[config.mk]
export PLATFORM = sky130hd
export DESIGN_NAME = key_value_table_unit
export DESIGN_NICKNAME = d
export VERILOG_FILES = /design/src/kvt_pkg.sv /design/src/kvt_mem.sv /design/src/key_value_table_unit.sv
export VERILOG_INCLUDE_DIRS = /design/src /design/src/src
export SDC_FILE = /design/constraint.sdc
export NUM_CORES = 2
export LEC_CHECK = 0
export BUFFER_PORTS_ARGS = -buffer_cell sky130_fd_sc_hd__buf_2
export CORE_UTILIZATION = 30
export DETAILED_ROUTE_END_ITERATION = 12
export SYNTH_ARGS = -nofsm -noshare
export SYNTH_HDL_FRONTEND = slang
export SYNTH_SLANG_ARGS = --single-unit
export TNS_END_PERCENT = 50
[constraint.sdc]
create_clock -name clk -period 14.5 [get_ports clk]
set_input_delay 0.725 -clock clk [delete_from_list [all_inputs] [get_ports clk]]
set_output_delay 0.725 -clock clk [all_outputs]
set_load 0.02 [all_outputs]
[src/assert_macros.svh]
`ifndef ASSERT_MACROS_SVH
`define ASSERT_MACROS_SVH

// same-cycle implication, checked outside reset
`define KVT_ASSERT_NOW(label, ante, cons) \
  label: assert property (@(posedge clk) disable iff (!rst_n) (ante) |-> (cons)) \
    else $error("kvt assertion failed");

// next-cycle implication, checked outside reset
`define KVT_ASSERT_NEXT(label, ante, cons) \
  label: assert property (@(posedge clk) disable iff (!rst_n) (ante) |=> (cons)) \
    else $error("kvt assertion failed");

`endif

[src/kvt_pkg.sv]
`timescale 1ns / 1ps

package kvt_pkg;

  localparam int KVT_DEPTH      = 16;
  localparam int KVT_KEY_BITS   = 64;
  localparam int KVT_VALUE_BITS = 64;

  localparam int KVT_CMD_W   = 2;
  localparam int KVT_KEY_W   = 64;
  localparam int KVT_VALUE_W = 64;
  localparam int KVT_STAT_W  = 2;
  localparam int KVT_SLOT_W  = 4;

  localparam logic [KVT_CMD_W-1:0] CMD_PUT = 2'd0;
  localparam logic [KVT_CMD_W-1:0] CMD_GET = 2'd1;
  localparam logic [KVT_CMD_W-1:0] CMD_DEL = 2'd2;

  localparam logic [KVT_STAT_W-1:0] ST_DONE      = 2'd0;
  localparam logic [KVT_STAT_W-1:0] ST_NOT_FOUND = 2'd1;
  localparam logic [KVT_STAT_W-1:0] ST_FULL      = 2'd2;
  localparam logic [KVT_STAT_W-1:0] ST_ZERO_KEY  = 2'd3;

  typedef struct packed {
    logic [KVT_CMD_W-1:0]   cmd;
    logic [KVT_KEY_W-1:0]   key;
    logic [KVT_VALUE_W-1:0] new_value;
  } kvt_in_t;

  typedef struct packed {
    logic [KVT_STAT_W-1:0]  status;
    logic                   replaced;
    logic [KVT_VALUE_W-1:0] value_out;
    logic [KVT_SLOT_W-1:0]  slot;
  } kvt_out_t;

endpackage

[src/kvt_mem.sv]
`timescale 1ns / 1ps

module kvt_mem #(
  parameter int WIDTH = kvt_pkg::KVT_KEY_BITS,
  parameter int DEPTH = kvt_pkg::KVT_DEPTH
) (
  input  logic                     clk,
  input  logic                     we,
  input  logic [$clog2(DEPTH)-1:0] waddr,
  input  logic [WIDTH-1:0]         wdata,
  input  logic [$clog2(DEPTH)-1:0] raddr,
  output logic [WIDTH-1:0]         rdata
);

  logic [WIDTH-1:0] mem_r [DEPTH];
  logic [WIDTH-1:0] rdata_r;

  always_ff @(posedge clk) begin
    if (we) begin
      mem_r[waddr] <= wdata;
    end
  end

  always_ff @(posedge clk) begin
    rdata_r <= mem_r[raddr];
  end

  assign rdata = rdata_r;

endmodule

[src/key_value_table_unit.sv]
// flow: each transaction scans the key memory through its single read port, one
//   entry per cycle, then loads its result into the output register; a zero key
//   skips the scan; a new transaction is taken only once the last result is loaded
// reset: synchronous, active low; a clearing pass then frees every entry, and no
//   input transaction is taken until it ends
`timescale 1ns / 1ps
`include "assert_macros.svh"

module key_value_table_unit #(
  parameter int DEPTH      = kvt_pkg::KVT_DEPTH,
  parameter int KEY_BITS   = kvt_pkg::KVT_KEY_BITS,
  parameter int VALUE_BITS = kvt_pkg::KVT_VALUE_BITS
) (
  input  logic             clk,
  input  logic             rst_n,
  input  logic             in_valid,
  output logic             in_ready,
  input  kvt_pkg::kvt_in_t in_data,
  output logic             out_valid,
  input  logic             out_ready,
  output kvt_pkg::kvt_out_t out_data
);

  import kvt_pkg::*;

  localparam int IDX_W = $clog2(DEPTH);
  localparam logic [IDX_W-1:0] LAST_IDX = IDX_W'(DEPTH - 1);

  localparam logic [2:0] S_CLR      = 3'd0;
  localparam logic [2:0] S_IDLE     = 3'd1;
  localparam logic [2:0] S_SCAN     = 3'd2;
  localparam logic [2:0] S_SCAN_END = 3'd3;
  localparam logic [2:0] S_ACT      = 3'd4;

  logic [2:0]            state_r, state_nxt;
  logic [IDX_W-1:0]      addr_r, addr_nxt;
  logic                  rd_vld_r, rd_vld_nxt;
  logic [IDX_W-1:0]      rd_idx_r;

  logic [KVT_CMD_W-1:0]  cmd_r;
  logic [KEY_BITS-1:0]   key_r;
  logic [VALUE_BITS-1:0] val_r;
  logic                  zero_r, zero_nxt;

  logic                  found_r, found_nxt;
  logic [IDX_W-1:0]      match_idx_r, match_idx_nxt;
  logic [VALUE_BITS-1:0] match_val_r, match_val_nxt;
  logic                  free_r, free_nxt;
  logic [IDX_W-1:0]      free_idx_r, free_idx_nxt;

  logic                  out_valid_r, out_valid_nxt;
  kvt_out_t              out_data_r, out_data_nxt;

  logic                  kwe, vwe;
  logic [IDX_W-1:0]      kwaddr, vwaddr;
  logic [KEY_BITS:0]     kwdata;
  logic [KEY_BITS:0]     krdata;
  logic [VALUE_BITS-1:0] vrdata;

  logic                  in_go, act_go, hit, empty;
  logic [KEY_BITS-1:0]   in_key;
  kvt_out_t              res;

  kvt_mem #(.WIDTH(KEY_BITS + 1), .DEPTH(DEPTH)) u_key_mem (
    .clk   (clk),
    .we    (kwe),
    .waddr (kwaddr),
    .wdata (kwdata),
    .raddr (addr_r),
    .rdata (krdata)
  );

  kvt_mem #(.WIDTH(VALUE_BITS), .DEPTH(DEPTH)) u_val_mem (
    .clk   (clk),
    .we    (vwe),
    .waddr (vwaddr),
    .wdata (val_r),
    .raddr (addr_r),
    .rdata (vrdata)
  );

  assign in_ready  = (state_r == S_IDLE);
  assign in_go     = in_valid && in_ready;
  assign in_key    = in_data.key[KEY_BITS-1:0];
  assign act_go    = (state_r == S_ACT) && (!out_valid_r || out_ready);
  assign hit       = rd_vld_r && krdata[KEY_BITS] && (krdata[KEY_BITS-1:0] == key_r);
  assign empty     = rd_vld_r && !krdata[KEY_BITS];
  assign out_valid = out_valid_r;
  assign out_data  = out_data_r;

  // sequencer and scan bookkeeping
  always_comb begin
    state_nxt     = state_r;
    addr_nxt      = addr_r;
    rd_vld_nxt    = (state_r == S_SCAN);
    zero_nxt      = zero_r;
    found_nxt     = found_r;
    match_idx_nxt = match_idx_r;
    match_val_nxt = match_val_r;
    free_nxt      = free_r;
    free_idx_nxt  = free_idx_r;

    if (hit && !found_r) begin
      found_nxt     = 1'b1;
      match_idx_nxt = rd_idx_r;
      match_val_nxt = vrdata;
    end
    if (empty && !free_r) begin
      free_nxt     = 1'b1;
      free_idx_nxt = rd_idx_r;
    end

    case (state_r)
      S_CLR: begin
        addr_nxt = addr_r + 1'b1;
        if (addr_r == LAST_IDX) begin
          addr_nxt  = '0;
          state_nxt = S_IDLE;
        end
      end
      S_IDLE: begin
        if (in_go) begin
          zero_nxt  = (in_key == '0);
          found_nxt = 1'b0;
          free_nxt  = 1'b0;
          addr_nxt  = '0;
          state_nxt = (in_key == '0) ? S_ACT : S_SCAN;
        end
      end
      S_SCAN: begin
        addr_nxt = addr_r + 1'b1;
        if (addr_r == LAST_IDX) begin
          addr_nxt  = '0;
          state_nxt = S_SCAN_END;
        end
      end
      S_SCAN_END: begin
        state_nxt = S_ACT;
      end
      S_ACT: begin
        if (act_go) begin
          state_nxt = S_IDLE;
        end
      end
      default: begin
        state_nxt = S_IDLE;
      end
    endcase
  end

  // result and write-back
  always_comb begin
    res.status    = ST_DONE;
    res.replaced  = 1'b0;
    res.value_out = '0;
    res.slot      = '0;
    kwe           = 1'b0;
    kwaddr        = addr_r;
    kwdata        = '0;
    vwe           = 1'b0;
    vwaddr        = match_idx_r;

    if (state_r == S_CLR) begin
      kwe = 1'b1;
    end else if (act_go) begin
      if (zero_r) begin
        res.status = ST_ZERO_KEY;
      end else begin
        case (cmd_r)
          CMD_PUT: begin
            if (found_r) begin
              res.replaced  = 1'b1;
              res.value_out = KVT_VALUE_W'(match_val_r);
              res.slot      = KVT_SLOT_W'(match_idx_r);
              vwe           = 1'b1;
            end else if (free_r) begin
              res.slot = KVT_SLOT_W'(free_idx_r);
              kwe      = 1'b1;
              kwaddr   = free_idx_r;
              kwdata   = {1'b1, key_r};
              vwe      = 1'b1;
              vwaddr   = free_idx_r;
            end else begin
              res.status = ST_FULL;
            end
          end
          CMD_GET: begin
            if (found_r) begin
              res.value_out = KVT_VALUE_W'(match_val_r);
              res.slot      = KVT_SLOT_W'(match_idx_r);
            end else begin
              res.status = ST_NOT_FOUND;
            end
          end
          CMD_DEL: begin
            if (found_r) begin
              res.slot = KVT_SLOT_W'(match_idx_r);
              kwe      = 1'b1;
              kwaddr   = match_idx_r;
              kwdata   = {1'b0, key_r};
            end else begin
              res.status = ST_NOT_FOUND;
            end
          end
          default: begin
            res.status = ST_DONE;
          end
        endcase
      end
    end
  end

  // output register
  always_comb begin
    out_valid_nxt = out_valid_r;
    out_data_nxt  = out_data_r;
    if (act_go) begin
      out_valid_nxt = 1'b1;
      out_data_nxt  = res;
    end else if (out_ready) begin
      out_valid_nxt = 1'b0;
    end
  end

  always_ff @(posedge clk) begin
    if (!rst_n) begin
      state_r     <= S_CLR;
      addr_r      <= '0;
      rd_vld_r    <= 1'b0;
      zero_r      <= 1'b0;
      found_r     <= 1'b0;
      free_r      <= 1'b0;
      out_valid_r <= 1'b0;
    end else begin
      state_r     <= state_nxt;
      addr_r      <= addr_nxt;
      rd_vld_r    <= rd_vld_nxt;
      zero_r      <= zero_nxt;
      found_r     <= found_nxt;
      free_r      <= free_nxt;
      out_valid_r <= out_valid_nxt;
    end
  end

  always_ff @(posedge clk) begin
    rd_idx_r    <= addr_r;
    match_idx_r <= match_idx_nxt;
    match_val_r <= match_val_nxt;
    free_idx_r  <= free_idx_nxt;
    out_data_r  <= out_data_nxt;
    if (in_go) begin
      cmd_r <= in_data.cmd;
      key_r <= in_key;
      val_r <= in_data.new_value[VALUE_BITS-1:0];
    end
  end

  `KVT_ASSERT_NEXT(a_act_loads_out, act_go, out_valid_r)
  `KVT_ASSERT_NEXT(a_scan_end_to_act, (state_r == S_SCAN_END), (state_r == S_ACT))
  `KVT_ASSERT_NOW(a_key_write_ctx, kwe, ((state_r == S_CLR) || act_go))
  `KVT_ASSERT_NOW(a_zero_key_no_write, (act_go && zero_r), (!kwe && !vwe))

endmodule
## Word-level counts from Yosys, hierarchy flattened

Memories as Yosys holds them, arrays and structs flattened. A register that Yosys moved wholly into a read port is not among the register bits.
Index checks and enable logic that the tools add are counted.

| operators by class | value |
|---|---|
| $lt $le $gt $ge | 0 |
| mux-type cells | 65 |
| bitwise logic cells | 1 |
| reduce and logical (&&, ||, !) cells | 24 |
| equality and inequality tests | 12 |
| add/sub/neg operators | 1 |
| shift operators | 0 |
| divide/modulo/power cells | 0 |
| multipliers | 0 |

Operator list:

| operator | number |
|---|---|
| 2-to-1 mux 65 bit | 6 |
| one-hot mux 65 bit (2 select lines) | 1 |
| one-hot mux 64 bit (2 select lines) | 1 |
| 2-to-1 mux 4 bit | 17 |
| 2-to-1 mux 68 bit | 1 |
| == test 64 bit | 1 |
| logical NOT 64 bit | 1 |
| 2-to-1 mux 64 bit | 1 |
| 2-to-1 mux 1 bit | 24 |
| one-hot mux 4 bit (2 select lines) | 2 |
| 2-to-1 mux 3 bit | 5 |
| one-hot mux 3 bit (5 select lines) | 1 |
| one-hot mux 4 bit (3 select lines) | 1 |
| logical AND 1 bit | 7 |
| == test 3 x 2 -> 1 bit, second input constant | 2 |
| 2-to-1 mux 2 bit | 3 |
| OR reduction 2 bit | 3 |
| adder 4 x 1 -> 4 bit, second input constant | 1 |
| == test 4 bit, second input constant | 1 |
| logical NOT 1 bit | 4 |
| inequality test 2 x 1 -> 1 bit, second input constant | 2 |
| inequality test 2 bit, second input constant | 2 |
| one-hot mux 2 bit (2 select lines) | 1 |
| AND reduction 2 bit | 2 |
| other kinds (12) | 13 |

| word-level totals | value |
|---|---|
| word-level logic and storage cells | 123 |
| latch bits | 0 |
| bits in registers | 289 |
| output and inout port bits | 73 |
| memories | 2 |
| bits in read-only memories | 0 |
| RAM bits | 2064 |
| bits of input ports | 134 |

Memory list:

| memory | depth | width | read ports | clocked after Yosys merged registers in | write ports | RTL line | RTL |
|---|---|---|---|---|---|---|---|
| u_key_mem.mem_r | 16 | 65 | 1 | 1 | 1 | kvt_mem.sv:15 | `logic [WIDTH-1:0] mem_r [DEPTH];` |
| u_val_mem.mem_r | 16 | 64 | 1 | 1 | 1 | kvt_mem.sv:15 |  |

## Depth between registers and ports, before layout

| logic depth | value |
|---|---|
| depth in word-level cells | 8 |
| mapped depth | 8 |
| depth with buffers taken out | 7 |

## Cells and area by module

From an unflattened synthesis, not the netlist that was laid out.

| unflattened totals | value |
|---|---|
| cells, all modules | 4008 |
| area total of the unflattened synthesis | 91393.9 um2 |

By module, submodules not included:

| module | seq. area each (um2) | area each (um2) | times used | cells each |
|---|---|---|---|---|
| kvt_mem at u_key_mem | 32531.2 | 40243.6 | 1 | 1673 |
| kvt_mem at u_val_mem | 32030.7 | 39581.7 | 1 | 1647 |
| key_value_table_unit | 8518.2 | 11568.6 | 1 | 688 |

## Worst setup path after synthesis

OpenSTA, ideal clock, no wires.

| timing | value |
|---|---|
| path kind | register -> register |
| from | register key_r[45] |
| to | register match_idx_r[0], enable pin |
| setup time | 0.578 ns |
| period minus slack after synthesis | 6.414 ns |
| path buffers | 0 |
| setup slack | 8.086 ns |
| arrival time | 5.836 ns |
| cell stages (with the launch flop) | 6 |
| data required time | 13.922 ns |
| path through | edfxtp_1 -> nor2b_1 -> nor4_1 -> nand4_1 -> or3_1 -> nor3_1 |

| on the way | value |
|---|---|
| word-level cells in the longest chain between the ends | 3 |

Ends and longest elaborated chain:

| element | RTL line | RTL |
|---|---|---|
| start: declaration | key_value_table_unit.sv:41 | `logic [KEY_BITS-1:0] key_r;` |
| start signal: assignment | key_value_table_unit.sv:253 | `key_r <= in_key;` |
| == test 64 bit | key_value_table_unit.sv:86 | `assign hit = rd_vld_r && krdata[KEY_BITS] && (krdata[KEY_BITS-1:0] == key_r);` |
| logical AND 1 bit | key_value_table_unit.sv:86 |  |
| logical AND 1 bit | key_value_table_unit.sv:103 | `if (hit && !found_r) begin` |
| end signal: assignment | key_value_table_unit.sv:247 | `match_idx_r <= match_idx_nxt;` |
| end: declaration | key_value_table_unit.sv:46 | `logic [IDX_W-1:0] match_idx_r, match_idx_nxt;` |

No other way between the ends.
A chain may end at the register's enable or synchronous reset.

## Worst setup path in the final report

| timing | value |
|---|---|
| from | register cmd_r[0] |
| to | memory u_val_mem.mem_r[3][12] (netlist name), enable pin |

| on the way | value |
|---|---|
| word-level cells in the longest chain between the ends | 7 |
| elaborated cells between the ends (all ways) | 11 |
| classes of those cells | mux (10); reduce/logical (1) |

Ends and longest elaborated chain:

| element | RTL line | RTL |
|---|---|---|
| start: declaration | key_value_table_unit.sv:40 | `logic [KVT_CMD_W-1:0] cmd_r;` |
| start signal: assignment | key_value_table_unit.sv:252 | `cmd_r <= in_data.cmd;` |
| logical NOT 2 bit (*) | key_value_table_unit.sv:169 | `case (cmd_r)` |
| 2-to-1 mux 1 bit | key_value_table_unit.sv:169 |  |
| 2-to-1 mux 1 bit | key_value_table_unit.sv:166 | `if (zero_r) begin` |
| 2-to-1 mux 1 bit | key_value_table_unit.sv:165 | `end else if (act_go) begin` |
| 2-to-1 mux 1 bit | key_value_table_unit.sv:163 | `if (state_r == S_CLR) begin` |
| 2-to-1 mux 1 bit | kvt_mem.sv:19 | `if (we) begin` |
| 2-to-1 mux 1 bit (implied by the code) | kvt_mem.sv:20 | `mem_r[waddr] <= wdata;` |
| end: declaration | kvt_mem.sv:15 |  |

Mark *: on every way between the ends. The rest lies on a longest branch, timed or not.

==> results.json <==
{
  "critical_path.startpoint": "cmd_r[0]",
  "clock_tree.buffer_depth": 4,
  "criticalPathCategory": "flip-flop to flip-flop",
  "first_pass_grt_wire_length_um": 329000,
  "max_freq_mhz": 189,
  "synth-async-reset-ratio_pct": 0,
  "grt_antenna_before_repair": 16,
  "cts_buf_count": 235,
  "drt_iter0_drc": 4749,
  "fraction_of_synthesized_cell_area_in_xor_and_xnor_cells_pct": 0.464,
  "yosys.cell_types.count": 54,
  "tritoncts_clock_tree": "done",
  "average_size_of_a_mapped_cell_um2": 19.6,
  "power.leakage_nw": 32.3,
  "critPathMaxFanout": 44,
  "cts_resized": 0,
  "cts.hold.buffers_added": 20,
  "routed_wire_length_per_instance_um": 24.8,
  "worst-r2r-setup-slack_ns": 9.22,
  "total_buffers_and_inverters_traversed_by_the_critical_path": 2,
  "viasPerCell": 4.93,
  "seq_area_um2": 73100,
  "cap_viol_max_count": 0,
  "report.final.setup_viol": 0,
  "worst-r2r-cell-count": 8,
  "synth.yosys.warnings": 0,
  "dp_worst_setup_slack_ns": 9.11,
  "worstMarginPinSlew_ns": 1.24,
  "buffer_ports.inserted": 206,
  "die_h_um": 557,
  "path_depth": 8,
  "synth_top_family_by_area": "multiplexers",
  "postPlaceCellArea_um2": 98800,
  "globalplace.congestion": 0.743,
  "place_hpwl_um": 119000,
  "clock-sinks": 2482,
  "arithmetic_cell_share_of_the_synthesized_area_counting_full_adders_half_adders_and_majority_gates_pct": 0.0676,
  "wl_um": 231000,
  "synth_top_cells_by_count": "sky130_fd_sc_hd__edfxtp_1 (2,337), sky130_fd_sc_hd__mux2i_1 (386), sky130_fd_sc_hd__o21ai_0 (266), sky130_fd_sc_hd__mux4_2 (261), sky130_fd_sc_hd__clkbuf_1 (159)",
  "synth_top_area_cell": "sky130_fd_sc_hd__edfxtp_1",
  "synth_simple_gate_area_share_pct": 2.59,
  "nFillCells": 28500,
  "crit_arrival_ns": 5.74,
  "finalHoldViolations": 0,
  "holdCritPathClass": "primary input to flip-flop",
  "synth.most_common_cell": "sky130_fd_sc_hd__edfxtp_1",
  "finalCriticalPeriod_ns": 5.28,
  "setup_total_negative_slack_ns": 0,
  "fraction_of_layout_instances_using_a_drive_strength_above_1_pct": 20.7,
  "synth.area.top_cells": "sky130_fd_sc_hd__edfxtp_1 (76%), sky130_fd_sc_hd__mux4_2 (6.4%), sky130_fd_sc_hd__mux2i_1 (4.2%)",
  "timing.slew.headroom_pct": 17.0,
  "yosys_most_used_dff": "sky130_fd_sc_hd__edfxtp_1",
  "cpMaxStageDelayCell": "sky130_fd_sc_hd__nor4_4",
  "post_cts_buffers": 0,
  "power_density_nw_per_um2": 148,
  "critical_path.cell_chain": "inv_1 > ha_1 > nand3b_1 > nor4_4 > mux2i_1 > or3b_1 > nor2_4 > buf_4",
  "synth.mux.area_fraction_pct": 12.1,
  "nNetsFinal": 5156,
  "syn2layout_area_growth_pct": 15.4,
  "max_stage_delay_ns": 0.98,
  "first_global_vias": 46200,
  "layout_worst_path_cycle_share_pct": 36.4,
  "dp_cells": 8860,
  "finalWorstSetupSlack_ns": 9.22,
  "synth-seq-cells": 2482,
  "run_status": "complete, no violations",
  "insertion_delay_ns": 0.86,
  "chipWidth_um": 557,
  "postSynthCellCount": 4708,
  "drt_first_pass_iters": 6,
  "via_count": 45900,
  "detail-route-antenna-nets": 0,
  "critical_path.startpoint_type": "flip-flop",
  "track_usage_pct": 14.5,
  "final_area_um2": 107000,
  "path_clk_slew_ns": 0.06,
  "htree_levels": 4,
  "worst-endpoint-required_ns": 14.96,
  "critical_path.reg2reg.endpoint": "u_val_mem.mem_r[3][12]",
  "hold_ws_ns": 0.0686,
  "finish.cell_count_without_fillers": 9317,
  "critical_path.endpoint": "u_val_mem.mem_r[3][12]",
  "initial_utilization_pct": 30.2,
  "skew_ns": 0.0437,
  "design_power_mw": 15.8,
  "grt.overflow.total": 0,
  "syn_nets": 4847,
  "crit_family": "simple AND/OR/NAND/NOR gates",
  "grt_start_max_net_pins": 136,
  "die_area_um2": 311000,
  "peakVddDrop_v": 0.0000951,
  "fp-row-count": 203,
  "rsz_0062_raised_after_global_routing": "false",
  "area_of_combinational_cells_with_multiple_inputs_um2": 18800,
  "synth_top_cell_area_share_pct": 75.9,
  "layout.core_utilization_pct": 34.9,
  "syn-cell-area_um2": 92500,
  "drc": 0,
  "floorplan.io_pins": 207,
  "synth_compound_area_share_pct": 4.72,
  "area_of_the_core_region_um2": 306000,
  "clockRootBuffer": "sky130_fd_sc_hd__clkbuf_16",
  "report.final.slew_viol_count": 0,
  "synth-edff-count": 2337,
  "crit_path_end_kind": "flip-flop",
  "synth-seq-area-share_pct": 79.0,
  "crit-reg2reg-launch": "cmd_r[0]"
}
[worst min-delay path by stage]
stage	from	to	slack, ns	depth (start not counted)
floorplan	addr_r[3]	rd_idx_r[3]	0.33	0
finish	in_data[8]	val_r[8]	0.07	1
global route	in_data[83]	key_r[19]	0.01	1
detailed placement	u_val_mem.rdata[19]	match_val_r[19]	0.39	0
CTS	in_data[83]	key_r[19]	0.001	1
global placement	u_val_mem.rdata[33]	match_val_r[33]	0.39	0
[kinds of logic after synthesis]
kind of cell               Yosys count
buffers and inverters              246
DFF                               2482
AOI/OAI and AO/OA                  693
adders and majority gates            5
xor gates and xnor gates            49
muxes                              776
and+or+nand+nor                    457
[layout make-up]
type	count	area share (%)
flip-flops and latches	2482	68.5
multi-input cells	1980	17.6
clock buffers	313	6.07
well taps	4100	4.81
repair buffers	310	1.81
clock inverters	120	1.23
inverters	8	0.0352
diodes	4	0.00938
[flip-flops by register name (all words and copies together), names as in the netlist, 2 cells and up]
signal	flops
u_val_mem.rdata	64
key_r	64
val_r	64
addr_r	4
state_r	3
match_val_r	64
out_data	71
cmd_r	2
match_idx_r	4
rd_idx_r	4
u_val_mem.mem_r	1024
free_idx_r	4
u_key_mem.rdata	65
u_key_mem.mem_r	1040
[report_power, final]
group / switching [mW] / leakage (nW) / internal, mW / total [mW]
Combinational: 0.754 / 7.23 / 0.550 / 1.30
Sequential: 0.151 / 21.2 / 8.08 / 8.23
Clock: 2.61 / 3.82 / 3.61 / 6.23
[worst register-to-register path, cell delays in order, from the launching register on]
cell and delay (ns):
sky130_fd_sc_hd__edfxtp_1 0.43, sky130_fd_sc_hd__inv_1 0.11, sky130_fd_sc_hd__ha_1 0.35, sky130_fd_sc_hd__nand3b_1 0.26, sky130_fd_sc_hd__nor4_4 0.98, sky130_fd_sc_hd__mux2i_1 0.47
sky130_fd_sc_hd__or3b_1 0.56, sky130_fd_sc_hd__nor2_4 0.79, sky130_fd_sc_hd__buf_4 0.90
[cells in the final DEF, fill, tap and decap left out, types with 8 or more instances in the layout]
| cell | instances |
|---|---|
| sky130_fd_sc_hd__a21oi_1 | 138 |
| sky130_fd_sc_hd__a221oi_1 | 128 |
| sky130_fd_sc_hd__a22oi_1 | 131 |
| sky130_fd_sc_hd__and2_1 | 131 |
| sky130_fd_sc_hd__buf_2 | 206 |
| sky130_fd_sc_hd__buf_4 | 78 |
| sky130_fd_sc_hd__bufinv_16 | 27 |
| sky130_fd_sc_hd__clkbuf_1 | 52 |
| sky130_fd_sc_hd__clkbuf_16 | 239 |
| sky130_fd_sc_hd__clkbuf_8 | 22 |
| sky130_fd_sc_hd__clkinv_1 | 34 |
| sky130_fd_sc_hd__clkinv_2 | 39 |
| sky130_fd_sc_hd__dfxtp_1 | 141 |
| sky130_fd_sc_hd__dlygate4sd3_1 | 20 |
| sky130_fd_sc_hd__edfxtp_1 | 2337 |
| sky130_fd_sc_hd__mux2_2 | 129 |
| sky130_fd_sc_hd__mux2i_1 | 386 |
| sky130_fd_sc_hd__mux4_2 | 261 |
| sky130_fd_sc_hd__nand2_1 | 148 |
| sky130_fd_sc_hd__nand3_1 | 9 |
| sky130_fd_sc_hd__nand4_1 | 20 |
| sky130_fd_sc_hd__nor2_1 | 14 |
| sky130_fd_sc_hd__nor2_4 | 33 |
| sky130_fd_sc_hd__nor2b_1 | 34 |
| sky130_fd_sc_hd__nor3_1 | 8 |
| sky130_fd_sc_hd__nor4_1 | 30 |
| sky130_fd_sc_hd__o21ai_0 | 266 |
| sky130_fd_sc_hd__xnor2_1 | 43 |
[layer usage]
layer	vias up	wire length [um]	global-route usage, %
met5	-	0	0
met4	0	4520	3.22
met3	309	13600	2.12
li1	19800	-	-
met2	1528	112000	24.2
met1	24300	101000	20.0
Note: power is estimated with default switching activity, not from simulation.
